File: src/hw/rtl/rce_pkg.sv
// Shared types, character constants and helper functions for the RTF
// character escape encoder and its checker. No dependencies.
package rce_pkg;

	localparam int MAP_COUNT = 19;
	localparam int MAP_IDX_W = $clog2(MAP_COUNT);
	localparam int RUN_MAX   = 11;
	localparam int RUN_LEN_W = $clog2(RUN_MAX + 1);
	localparam int CODE_W    = 16;
	localparam int CHAR_W    = 7;
	localparam int DIGITS    = 5;

	localparam logic [CHAR_W-1:0] CH_BSL  = 7'h5C;
	localparam logic [CHAR_W-1:0] CH_LBR  = 7'h7B;
	localparam logic [CHAR_W-1:0] CH_RBR  = 7'h7D;
	localparam logic [CHAR_W-1:0] CH_U    = 7'h75;
	localparam logic [CHAR_W-1:0] CH_SP   = 7'h20;
	localparam logic [CHAR_W-1:0] CH_ZERO = 7'h30;
	localparam logic [CHAR_W-1:0] CH_TILDE = 7'h7E;

	localparam logic [CODE_W-1:0] CODE_DEL = 16'd127;
	localparam logic [CODE_W-1:0] CODE_SP  = 16'd32;

	typedef enum logic [1:0] {
		KIND_RAW,
		KIND_ESC,
		KIND_MAP,
		KIND_UNI
	} kind_t;

	typedef struct packed {
		logic                 hit;
		logic [MAP_IDX_W-1:0] idx;
	} map_hit_t;

	typedef struct packed {
		logic [8*RUN_MAX-1:0] txt;   // left aligned, first byte in the top octet
		logic [RUN_LEN_W-1:0] len;
	} map_text_t;

	typedef struct packed {
		logic [CODE_W-1:0] q;
		logic [3:0]        r;
	} div10_t;

	localparam logic [CODE_W-1:0] MAP_CODE [MAP_COUNT] = '{
		16'h0009, 16'h00A0, 16'h00AD, 16'h00B7, 16'h2011,
		16'h2002, 16'h2003, 16'h2004, 16'h200C, 16'h200D,
		16'h200E, 16'h200F, 16'h2013, 16'h2014, 16'h2018,
		16'h2019, 16'h201C, 16'h201D, 16'h2022
	};

	// codes in the table are distinct, so at most one compare fires
	function automatic map_hit_t map_lookup(input logic [CODE_W-1:0] c);
		map_hit_t r;
		r = '0;
		for (int i = 0; i < MAP_COUNT; i++) begin
			if (c == MAP_CODE[i]) begin
				r.hit = 1'b1;
				r.idx = MAP_IDX_W'(i);
			end
		end
		return r;
	endfunction

	function automatic map_text_t map_text(input logic [MAP_IDX_W-1:0] idx);
		map_text_t r;
		logic [8*RUN_MAX-1:0] t;
		logic [RUN_LEN_W-1:0] n;
		unique case (idx)
			5'd0:  begin t = 88'("\\tab ");       n = 4'd5;  end
			5'd1:  begin t = 88'("\\~");          n = 4'd2;  end
			5'd2:  begin t = 88'("\\-");          n = 4'd2;  end
			5'd3:  begin t = 88'("\\|");          n = 4'd2;  end
			5'd4:  begin t = 88'("\\_");          n = 4'd2;  end
			5'd5:  begin t = 88'("\\enspace ");   n = 4'd9;  end
			5'd6:  begin t = 88'("\\emspace ");   n = 4'd9;  end
			5'd7:  begin t = 88'("\\qmspace ");   n = 4'd9;  end
			5'd8:  begin t = 88'("\\zwnj ");      n = 4'd6;  end
			5'd9:  begin t = 88'("\\zwj ");       n = 4'd5;  end
			5'd10: begin t = 88'("\\ltrmark ");   n = 4'd9;  end
			5'd11: begin t = 88'("\\rtrmark ");   n = 4'd9;  end
			5'd12: begin t = 88'("\\endash ");    n = 4'd8;  end
			5'd13: begin t = 88'("\\emdash ");    n = 4'd8;  end
			5'd14: begin t = 88'("\\lquote ");    n = 4'd8;  end
			5'd15: begin t = 88'("\\rquote ");    n = 4'd8;  end
			5'd16: begin t = 88'("\\ldblquote "); n = 4'd11; end
			5'd17: begin t = 88'("\\rdblquote "); n = 4'd11; end
			5'd18: begin t = 88'("\\bullet ");    n = 4'd8;  end
			default: begin t = '0;                n = 4'd1;  end
		endcase
		r.txt = t << (8 * (RUN_MAX - int'(n)));
		r.len = n;
		return r;
	endfunction

	// exact quotient and remainder by ten for any 16-bit value
	function automatic div10_t div10(input logic [CODE_W-1:0] v);
		div10_t r;
		logic [32:0] p;
		logic [CODE_W-1:0] t;
		p   = 33'(v) * 33'd52429;
		r.q = CODE_W'(p[32:19]);
		t   = v - ((r.q << 3) + (r.q << 1));
		r.r = t[3:0];
		return r;
	endfunction

endpackage

File: src/hw/rtl/rtf_char_escape_encoder.sv
// RTF character escape encoder: top level, pipeline and byte serialiser.
// Depends on rce_pkg.
//
// Usage:
//   Input channel  (in_valid, in_stall, code_unit): one UTF-16 code unit per word.
//   Output channel (out_valid, out_stall, out_char, last_char): one ASCII byte
//   per word; last_char marks the final byte of the run for a code unit.
//   A word moves when valid is high and stall is low at a rising edge.
//   An accepted unit passes stages 1 to 4, then the serialiser. Throughput: one
//   code unit per cycle while each yields a single byte and out_stall is low; a
//   unit whose run has N bytes (up to 11 for the double quote words) holds the
//   serialiser until all N have gone out. Of the four stages in front, stage 1
//   registers the input, stage 2 classifies and divides by ten, stages 3 and 4
//   divide by ten once each; they keep filling while the serialiser is busy.
//   When out_stall is high the current byte holds and the pipe backs up stage
//   by stage; in_stall rises only once every stage is full. Nothing is lost.
//   Reset (arst_n low) empties every stage at once; no clearing pass.
module rtf_char_escape_encoder (
	input  logic                       clk,
	input  logic                       arst_n,
	input  logic                       in_valid,
	output logic                       in_stall,
	input  logic [rce_pkg::CODE_W-1:0] code_unit,
	output logic                       out_valid,
	input  logic                       out_stall,
	output logic [rce_pkg::CHAR_W-1:0] out_char,
	output logic                       last_char
);

	logic                          v_s1, v_s2, v_s3, v_s4;
	logic                          en_s1, en_s2, en_s3, en_s4, ser_rdy;
	logic [rce_pkg::CODE_W-1:0]    code_s1;

	rce_pkg::kind_t                kind_s2, kind_s3, kind_s4;
	logic [rce_pkg::MAP_IDX_W-1:0] midx_s2, midx_s3, midx_s4;
	logic [2:0]                    nd_s2, nd_s3, nd_s4;
	logic [rce_pkg::CHAR_W-1:0]    ch_s2, ch_s3, ch_s4;
	logic [12:0]                   quot_s2;
	logic [9:0]                    quot_s3;
	logic [6:0]                    quot_s4;
	logic [3:0]                    dig_s2;
	logic [1:0][3:0]               dig_s3;
	logic [2:0][3:0]               dig_s4;

	logic [rce_pkg::CHAR_W-1:0]    buf_q [rce_pkg::RUN_MAX];
	logic [rce_pkg::RUN_LEN_W-1:0] rem_q;
	logic                          out_acc;

	// ---- flow control
	assign out_acc  = out_valid && !out_stall;
	assign ser_rdy  = (rem_q == '0) || ((rem_q == rce_pkg::RUN_LEN_W'(1)) && !out_stall);
	assign en_s4    = !v_s4 || ser_rdy;
	assign en_s3    = !v_s3 || en_s4;
	assign en_s2    = !v_s2 || en_s3;
	assign en_s1    = !v_s1 || en_s2;
	assign in_stall = !en_s1;

	// ---- stage 1: input register
	always_ff @(posedge clk or negedge arst_n) begin
		if (!arst_n) begin
			v_s1 <= 1'b0;
		end else if (en_s1) begin
			v_s1 <= in_valid;
		end
	end

	always_ff @(posedge clk) begin
		if (en_s1 && in_valid) begin
			code_s1 <= code_unit;
		end
	end

	// ---- stage 2: classify, first digit
	rce_pkg::map_hit_t mh_c1;
	rce_pkg::kind_t    kind_c1;
	logic [2:0]        nd_c1;
	rce_pkg::div10_t   dv_c1;

	always_comb begin
		mh_c1 = rce_pkg::map_lookup(code_s1);
		dv_c1 = rce_pkg::div10(code_s1);
		priority if (code_s1 == 16'(rce_pkg::CH_BSL) || code_s1 == 16'(rce_pkg::CH_LBR)
				|| code_s1 == 16'(rce_pkg::CH_RBR)) begin
			kind_c1 = rce_pkg::KIND_ESC;
		end else if (code_s1 >= rce_pkg::CODE_SP && code_s1 < rce_pkg::CODE_DEL) begin
			kind_c1 = rce_pkg::KIND_RAW;
		end else if (mh_c1.hit) begin
			kind_c1 = rce_pkg::KIND_MAP;
		end else if (code_s1 >= rce_pkg::CODE_DEL) begin
			kind_c1 = rce_pkg::KIND_UNI;
		end else begin
			kind_c1 = rce_pkg::KIND_RAW;
		end
		priority if (code_s1 >= 16'd10000) nd_c1 = 3'd5;
		else if (code_s1 >= 16'd1000)      nd_c1 = 3'd4;
		else if (code_s1 >= 16'd100)       nd_c1 = 3'd3;
		else if (code_s1 >= 16'd10)        nd_c1 = 3'd2;
		else                               nd_c1 = 3'd1;
	end

	always_ff @(posedge clk or negedge arst_n) begin
		if (!arst_n) begin
			v_s2 <= 1'b0;
		end else if (en_s2) begin
			v_s2 <= v_s1;
		end
	end

	always_ff @(posedge clk) begin
		if (en_s2 && v_s1) begin
			kind_s2 <= kind_c1;
			midx_s2 <= mh_c1.idx;
			nd_s2   <= nd_c1;
			ch_s2   <= code_s1[rce_pkg::CHAR_W-1:0];
			quot_s2 <= dv_c1.q[12:0];
			dig_s2  <= dv_c1.r;
		end
	end

	// ---- stage 3: second digit
	rce_pkg::div10_t dv_c2;
	assign dv_c2 = rce_pkg::div10(16'(quot_s2));

	always_ff @(posedge clk or negedge arst_n) begin
		if (!arst_n) begin
			v_s3 <= 1'b0;
		end else if (en_s3) begin
			v_s3 <= v_s2;
		end
	end

	always_ff @(posedge clk) begin
		if (en_s3 && v_s2) begin
			kind_s3 <= kind_s2;
			midx_s3 <= midx_s2;
			nd_s3   <= nd_s2;
			ch_s3   <= ch_s2;
			quot_s3 <= dv_c2.q[9:0];
			dig_s3  <= {dv_c2.r, dig_s2};
		end
	end

	// ---- stage 4: third digit
	rce_pkg::div10_t dv_c3;
	assign dv_c3 = rce_pkg::div10(16'(quot_s3));

	always_ff @(posedge clk or negedge arst_n) begin
		if (!arst_n) begin
			v_s4 <= 1'b0;
		end else if (en_s4) begin
			v_s4 <= v_s3;
		end
	end

	always_ff @(posedge clk) begin
		if (en_s4 && v_s3) begin
			kind_s4 <= kind_s3;
			midx_s4 <= midx_s3;
			nd_s4   <= nd_s3;
			ch_s4   <= ch_s3;
			quot_s4 <= dv_c3.q[6:0];
			dig_s4  <= {dv_c3.r, dig_s3};
		end
	end

	// ---- run assembly: last two digits, then the byte string
	rce_pkg::div10_t                   dv_c4;
	rce_pkg::map_text_t                mt_c4;
	logic [rce_pkg::DIGITS-1:0][3:0]   dig_c4;
	logic [rce_pkg::CHAR_W-1:0]        bld_c4 [rce_pkg::RUN_MAX];
	logic [rce_pkg::RUN_LEN_W-1:0]     len_c4;
	logic [2:0]                        dsel_c4;

	always_comb begin
		dv_c4   = rce_pkg::div10(16'(quot_s4));
		mt_c4   = rce_pkg::map_text(midx_s4);
		dig_c4  = {dv_c4.q[3:0], dv_c4.r, dig_s4};
		dsel_c4 = '0;
		for (int k = 0; k < rce_pkg::RUN_MAX; k++) begin
			bld_c4[k] = '0;
		end
		unique case (kind_s4)
			rce_pkg::KIND_RAW: begin
				bld_c4[0] = ch_s4;
				len_c4    = rce_pkg::RUN_LEN_W'(1);
			end
			rce_pkg::KIND_ESC: begin
				bld_c4[0] = rce_pkg::CH_BSL;
				bld_c4[1] = ch_s4;
				len_c4    = rce_pkg::RUN_LEN_W'(2);
			end
			rce_pkg::KIND_MAP: begin
				for (int k = 0; k < rce_pkg::RUN_MAX; k++) begin
					bld_c4[k] = mt_c4.txt[8*(rce_pkg::RUN_MAX-1-k) +: rce_pkg::CHAR_W];
				end
				len_c4 = mt_c4.len;
			end
			rce_pkg::KIND_UNI: begin
				bld_c4[0] = rce_pkg::CH_BSL;
				bld_c4[1] = rce_pkg::CH_U;
				// most significant digit first, then the closing space
				for (int p = 2; p < 2 + rce_pkg::DIGITS + 1; p++) begin
					if (p - 2 < int'(nd_s4)) begin
						dsel_c4   = 3'(int'(nd_s4) + 1 - p);
						bld_c4[p] = rce_pkg::CH_ZERO + rce_pkg::CHAR_W'(dig_c4[dsel_c4]);
					end else if (p - 2 == int'(nd_s4)) begin
						bld_c4[p] = rce_pkg::CH_SP;
					end
				end
				len_c4 = rce_pkg::RUN_LEN_W'(nd_s4) + rce_pkg::RUN_LEN_W'(3);
			end
			default: begin
				len_c4 = rce_pkg::RUN_LEN_W'(1);
			end
		endcase
	end

	// ---- serialiser: shift register, byte 0 is on the port
	always_ff @(posedge clk or negedge arst_n) begin
		if (!arst_n) begin
			rem_q <= '0;
		end else if (ser_rdy && v_s4) begin
			rem_q <= len_c4;
		end else if (out_acc) begin
			rem_q <= rem_q - rce_pkg::RUN_LEN_W'(1);
		end
	end

	always_ff @(posedge clk) begin
		if (ser_rdy && v_s4) begin
			buf_q <= bld_c4;
		end else if (out_acc) begin
			for (int k = 0; k < rce_pkg::RUN_MAX - 1; k++) begin
				buf_q[k] <= buf_q[k+1];
			end
		end
	end

	assign out_valid = (rem_q != '0);
	assign out_char  = buf_q[0];
	assign last_char = (rem_q == rce_pkg::RUN_LEN_W'(1));

endmodule

File: config.mk
export PLATFORM = sky130hd
export DESIGN_NAME = rtf_char_escape_encoder
export DESIGN_NICKNAME = d
export VERILOG_FILES = /design/src/hw/rtl/rce_pkg.sv /design/src/hw/rtl/rtf_char_escape_encoder.sv
export SDC_FILE = /design/constraint.sdc
export NUM_CORES = 1
export LEC_CHECK = 0
export BUFFER_PORTS_ARGS = -buffer_cell sky130_fd_sc_hd__buf_2
export CORE_MARGIN = 3
export CORE_UTILIZATION = 41
export CTS_CLUSTER_DIAMETER = 200
export CTS_CLUSTER_SIZE = 16
export DETAILED_ROUTE_END_ITERATION = 8
export PLACE_DENSITY = 0.63
export SLEW_MARGIN = 20
export SYNTH_ARGS = -nofsm -noshare
export SYNTH_HDL_FRONTEND = slang
export SYNTH_SLANG_ARGS = --single-unit
File: constraint.sdc
create_clock -name clk -period 7.9 [get_ports clk]
set_input_delay 1.58 -clock clk [delete_from_list [all_inputs] [get_ports clk]]
set_output_delay 1.58 -clock clk [all_outputs]
set_load 0.1 [all_outputs]
Word-level counts from Yosys, hierarchy flattened
Memory sizes are Yosys's and may differ from the RTL's. A register that Yosys moved wholly into a read port is not among the register bits.
Cells that the tools add are included.
W data, S select, Z words.

storage, ports and cells
  bits in read-only memories = 2,400
  output and inout bits = 10
  memories kept = 1
  logic and storage cells = 210
  register bits = 206

memory list
  name              depth  width  rd ports  clocked after Yosys merged registers in  write ports  line           RTL
  (name not given)  32     75     1         1                                        0            rce_pkg.sv:70  unique case (idx)

operators by class
  shift-type cells = 1
  equality and inequality tests = 31
  magnitude comparators = 19
  muxes and demuxes = 59
  multipliers = 4
  $add $sub $neg = 24
  reduce and logical (&&, ||, !) cells = 30

operator list
  kind                      count
  $eq A16 B14 Y1 const B    15
  $mux W6                   25
  $mux W70                  2
  $shl A88 B32 Y87          1
  $pmux W42 S2              1
  $bmux W4 S3               6
  $eq A16 B7 Y1 const B     3
  $eq A16 B8 Y1 const B     3
  $add A6 B4 Y7 const A     6
  $mux W7                   6
  $pmux W7 S3               2
  $ge A16 B7 Y1 const B     2
  $mul A16 B16 Y32 const B  1
  $mux W4                   8
  $mul A13 B16 Y29 const B  1
  $mul A10 B16 Y26 const B  1
  $lt A3 B4 Y1 const B      6
  $mul A7 B16 Y23 const B   1
  $mux W21                  1
  $add A4 B4 Y4             4
  $eq A16 B4 Y1 const B     1
  $ge A16 B10 Y1 const B    1
  $ge A16 B14 Y1 const B    1
  $ge A16 B4 Y1 const B     1
  31 further kinds          69

Logic depth before layout (Yosys ltp)
  depth after elaboration = 22
  depth in mapped cells = 25

Worst setup path after synthesis
Ideal clock, no wire load.

  kind = flip-flop to flip-flop
  start = register rem_q[0] in the netlist's numbering
  end = register rem_q[2] in the netlist's numbering
  library setup time = 0.123 ns
  cell stages (with the launch flop) = 7
  path slack = 1.952 ns
  data arrival time = 5.825 ns
  clock period less this slack = 5.948 ns
  cell sequence = dfrtp_1 > inv_1 > ha_1 > nand2_1 > a21oi_1 > o21ai_0 > a22oi_1

on the way
  elaborated cells between the ends (all ways) = 11

RTL lines
  what                                 line                            RTL
  start, declared                      rtf_char_escape_encoder.sv:46   logic [rce_pkg::RUN_LEN_W-1:0] rem_q;
  start signal, assigned               rtf_char_escape_encoder.sv:223  rem_q <= len_c4;
  start signal, assigned               rtf_char_escape_encoder.sv:225  rem_q <= rem_q - rce_pkg::RUN_LEN_W'(1);
  $reduce_bool A4 Y1                   rtf_char_escape_encoder.sv:239  assign out_valid = (rem_q != '0);
  via out_valid                        rtf_char_escape_encoder.sv:24   output logic out_valid,
  $logic_and A1 B1 Y1                  rtf_char_escape_encoder.sv:50   assign out_acc = out_valid && !out_stall;
  $reduce_bool A2 Y1 (no source line)  -

The timed path passes the listed nets, and every way through them passes these cells. The select of a mux whose other input is x is not followed.
A chain may end at the register's enable or synchronous reset.

Worst setup path in the final report
  start = register quot_s4[1]
  end = register buf_q[24] in the netlist's numbering, data pin

on the way
  cells in the longest elaborated chain, start to end = 9

RTL lines
  what                             line                            RTL
  start, declared                  rtf_char_escape_encoder.sv:40   logic [6:0] quot_s4;
  start signal, assigned           rtf_char_escape_encoder.sv:161  quot_s4 <= dv_c3.q[6:0];
  $mul A7 B16 Y23                  rce_pkg.sv:102                  p = 33'(v) * 33'd52429;
  $add A4 B4 Y4                    rce_pkg.sv:104                  t = v - ((r.q << 3) + (r.q << 1));
  $sub A4 B4 Y4                    rce_pkg.sv:104
  $bmux W4 S3 *                    rtf_char_escape_encoder.sv:205  bld_c4[p] = rce_pkg::CH_ZERO + rce_pkg::CHAR_W'(dig_c4[dsel_c4]);
  $mux W4 (implied by the code) *  rtf_char_escape_encoder.sv:205
  $add A6 B4 Y7 *                  rtf_char_escape_encoder.sv:205
  $mux W7 *                        rtf_char_escape_encoder.sv:203  if (p - 2 < int'(nd_s4)) begin
  $pmux W42 S2 *                   rtf_char_escape_encoder.sv:182  unique case (kind_s4)
  $mux W70 *                       rtf_char_escape_encoder.sv:230  if (ser_rdy && v_s4) begin
  end signal, assigned             rtf_char_escape_encoder.sv:231  buf_q <= bld_c4;
  end signal, assigned by index    rtf_char_escape_encoder.sv:234  buf_q[k] <= buf_q[k+1];
  end, declared                    rtf_char_escape_encoder.sv:45   logic [rce_pkg::CHAR_W-1:0] buf_q [rce_pkg::RUN_MAX];

Every way passes the cells marked *; elsewhere a longest branch is shown, timed or not. The select of a mux whose other input is x is not followed.

==> results.md <==
* Outcome: finished clean
* Post-Syn Instances at roughly 2400
* Xor/xnor cell area share of the yosys netlist at 0.0229
* Maxcap violations at 0
* # resized after CTS at 0
* Routed via count at approximately 18000
* Worst reg2reg path depth at 23
* Synth Area in Compound Gates at 0.139
* Largest family of logic cells by synthesized area: adder cells
* Row count at 88
* Simple-gate share of the synthesized area at 0.0983
* DRT Pass-1 Iters at 7
* Placer Congestion at 0.932
* Fin Hold WS at 0.405 ns
* Wirelength per Cell at just under 20 µm
* P&R area growth vs syn at 5.98%
* Multi-input gate area at roughly 15000 µm²
* Max frequency at 0.149 GHz
* Synthesized flop and latch total at about 250
* Initial core utilization at 0.417
* Via count of the first global-routing pass at approximately 18000
* Setup TNS Final at 0 ns
* Reg area at around 7100 µm²
* Primary FF master, synth: edfxtp_1
* Sequential-to-total area share from yosys stat at 0.294
* Final Skew at 0.0309 ns
* Global-route wire length before repair at approximately 100000 µm
* Antenna viol nets, final at 0
* Final setup violation count at 0
* Clock Latency Late Sink at between 0.5 and 0.6 ns
* Worst Path Max Fanout at 7
* Final hold violation count at 0
* Ys Warns at 0
* Commonest cells after routing, fill and taps aside: ha_1 (396), inv_1 (349), edfxtp_1 (196), nand2_1 (188), fa_1 (169)
* Synth top area share at 0.244
* Filler Cell Count at approximately 5600
* CTS tree: yes
* Ant diodes at 0
* Number of synthesized flops with an enable pin at ~200
* Crit path kind: reg2reg
* Rel. slew slack at 0.234
* Core Util, Final at 0.441
* Worst slew pin tran at 1.14 ns
* Count of cell types in the netlist at between 80 and 90
* CTS sink cnt at ~250
* Initial antenna violation count at 0
* Reg2reg start: quot_s4[1]
* Commonest non-fill, non-tap cell in the layout: ha_1
* Count of boundary I/O pins at 30
* Hold_buf cts at 0
* Die H at 249 µm
* Worst setup SP type: register
* Synth Area per Inst at approximately 10 µm²
* Drt via density at 5.60
* Nets at 3002
* Crit path DAT at ~7 ns
* Die W at 249 µm
* CTS H-Tree Depth at 1
* HPWL after detailed placement at roughly 50000 µm
* Final WL at ~63000 µm
* Largest net degree at the start of global routing at 95
* CTS buffer count at 19
* GRT overflow at 0
* Clk slew on worst S/H paths at 0.08 ns
* Slew Viols, Final at 0
* Die area at around 62000 µm²
* Req. time, crit path at roughly 8 ns
* Mux share of post-synthesis cell area at 0.0302
* Detailed-route DRC error count at 0
* Synth area leader: edfxtp_1
* Asr flop ratio synth at 0.0315
* Hold WC Path Type: reg2reg
* Top cells by area, synth: edfxtp_1 (24%), ha_1 (21%), fa_1 (14%)
* Clk Tree Root Cell: clkbuf_16
* Clock Tree Buf Depth at 3
* FF-to-FF End: buf_q[24]
* Post-Syn Nets at about 3000
* Post CTS Setup Buffer Count at 0
* Synthesized area at ~24000 µm²
* Worst Setup SP: quot_s4[1]
* Layout cells sized above 1 at 0.0535
* Unrepaired setup endpoints after global routing: no
* Worst setup path end: buf_q[24]
* Final Critical Period at roughly 6.7 ns
* Synth Area in Adders at 0.346
* Initial drt markers at ~1500
* Port-buffer cells at 29
* Final Cycle Share at 0.848
* Reg2Reg Setup Slack at 1.20 ns
* Crit. End Element: register
* Tot GR Track Use at 0.199
* Core area at 57900 µm²
==> through the flow <==
step                worst slack (ns)  cell area (µm²)  cells
floorplan                       1.95            24100   2438
global placement                1.41            25000   3161
detailed placement              1.27            25000   3161
CTS                             1.23            25600   3193
global route                   0.796            25600   3193
finish                          1.20            25600   3193
==> synth_stat cells, types with 7 or more instances <==
library cell,n
nor2_1,159
buf_4,7
o21a_1,14
a221oi_1,12
a32oi_1,8
nand4_1,16
xor2_1,21
a22o_1,16
or3_1,10
o211ai_1,15
and2_1,12
a211oi_1,22
nand2b_1,11
fa_1,169
a31o_2,10
or2_2,7
a31oi_1,19
o22ai_1,20
nand2_1,188
mux2_2,23
a21o_1,18
nand3_1,46
buf_1,9
ha_1,396
dfxtp_1,50
and3_1,18
o21ai_0,140
nor3_1,21
mux2i_1,41
o31ai_1,20
a21oi_1,128
clkbuf_1,74
xnor2_1,39
dfrtp_1,8
a22oi_1,24
inv_1,349
edfxtp_1,196
nor2b_1,15
a21boi_0,8
==> cell type report <==
cell class,count,share of cell area
inverter,350,0.0514
timing repair buffer,51,0.0121
clock buffer,32,0.0209
multi-input combinational,1741,0.601
sequential,254,0.277
tap,765,0.0374
==> logic make-up after synthesis <==
group                    Yosys count
flip-flops                       254
AO/OA/AOI/OAI                    523
AND/OR/NAND/NOR                  525
adder cells (fa/ha/maj)          565
XOR/XNOR                          61
buffers and inverters            443
multiplexers                      67
==> metal layers <==
layer / vias to the layer above / global-route usage / routed length, µm
met1: 8756 / 0.277 / 28200
met3: 99 / 0.0248 / 3490
met4: 0 / 0.0475 / 1640
met5: - / 0 / 0
met2: 591 / 0.331 / 29400
li1: 8446 / - / -
==> worst min-delay path by stage <==
stage                          start          to  cells after the start
after global placement    kind_s2[0]  kind_s3[0]                      0
after global routing        ch_s3[2]    ch_s4[2]                      0
after floorplan             ch_s2[0]    ch_s3[0]                      0
final                       ch_s3[3]    ch_s4[3]                      0
after CTS                   ch_s3[3]    ch_s4[3]                      0
after detailed placement    ch_s3[3]    ch_s4[3]                      0
==> worst max-delay path: stages, from the launching register on <==
cell	delay (ns)
edfxtp_1	0.51
ha_1	0.36
inv_1	0.06
fa_1	0.40
fa_1	0.45
fa_1	0.54
inv_1	0.07
ha_1	0.24
a211oi_1	0.29
and3_1	0.25
nor4b_1	0.06
a211oi_1	0.36
xor2_1	0.32
inv_1	0.19
ha_1	0.24
xor2_1	0.34
nor2b_1	0.33
o21ai_0	0.20
a22oi_1	0.21
o211ai_1	0.14
and3_1	0.21
nor2_1	0.20
a31oi_1	0.16
a221o_1	0.36
Power is left out: the tool's default activity adds up to more than one toggle a clock period on the data nets, which glitch-free logic cannot reach.
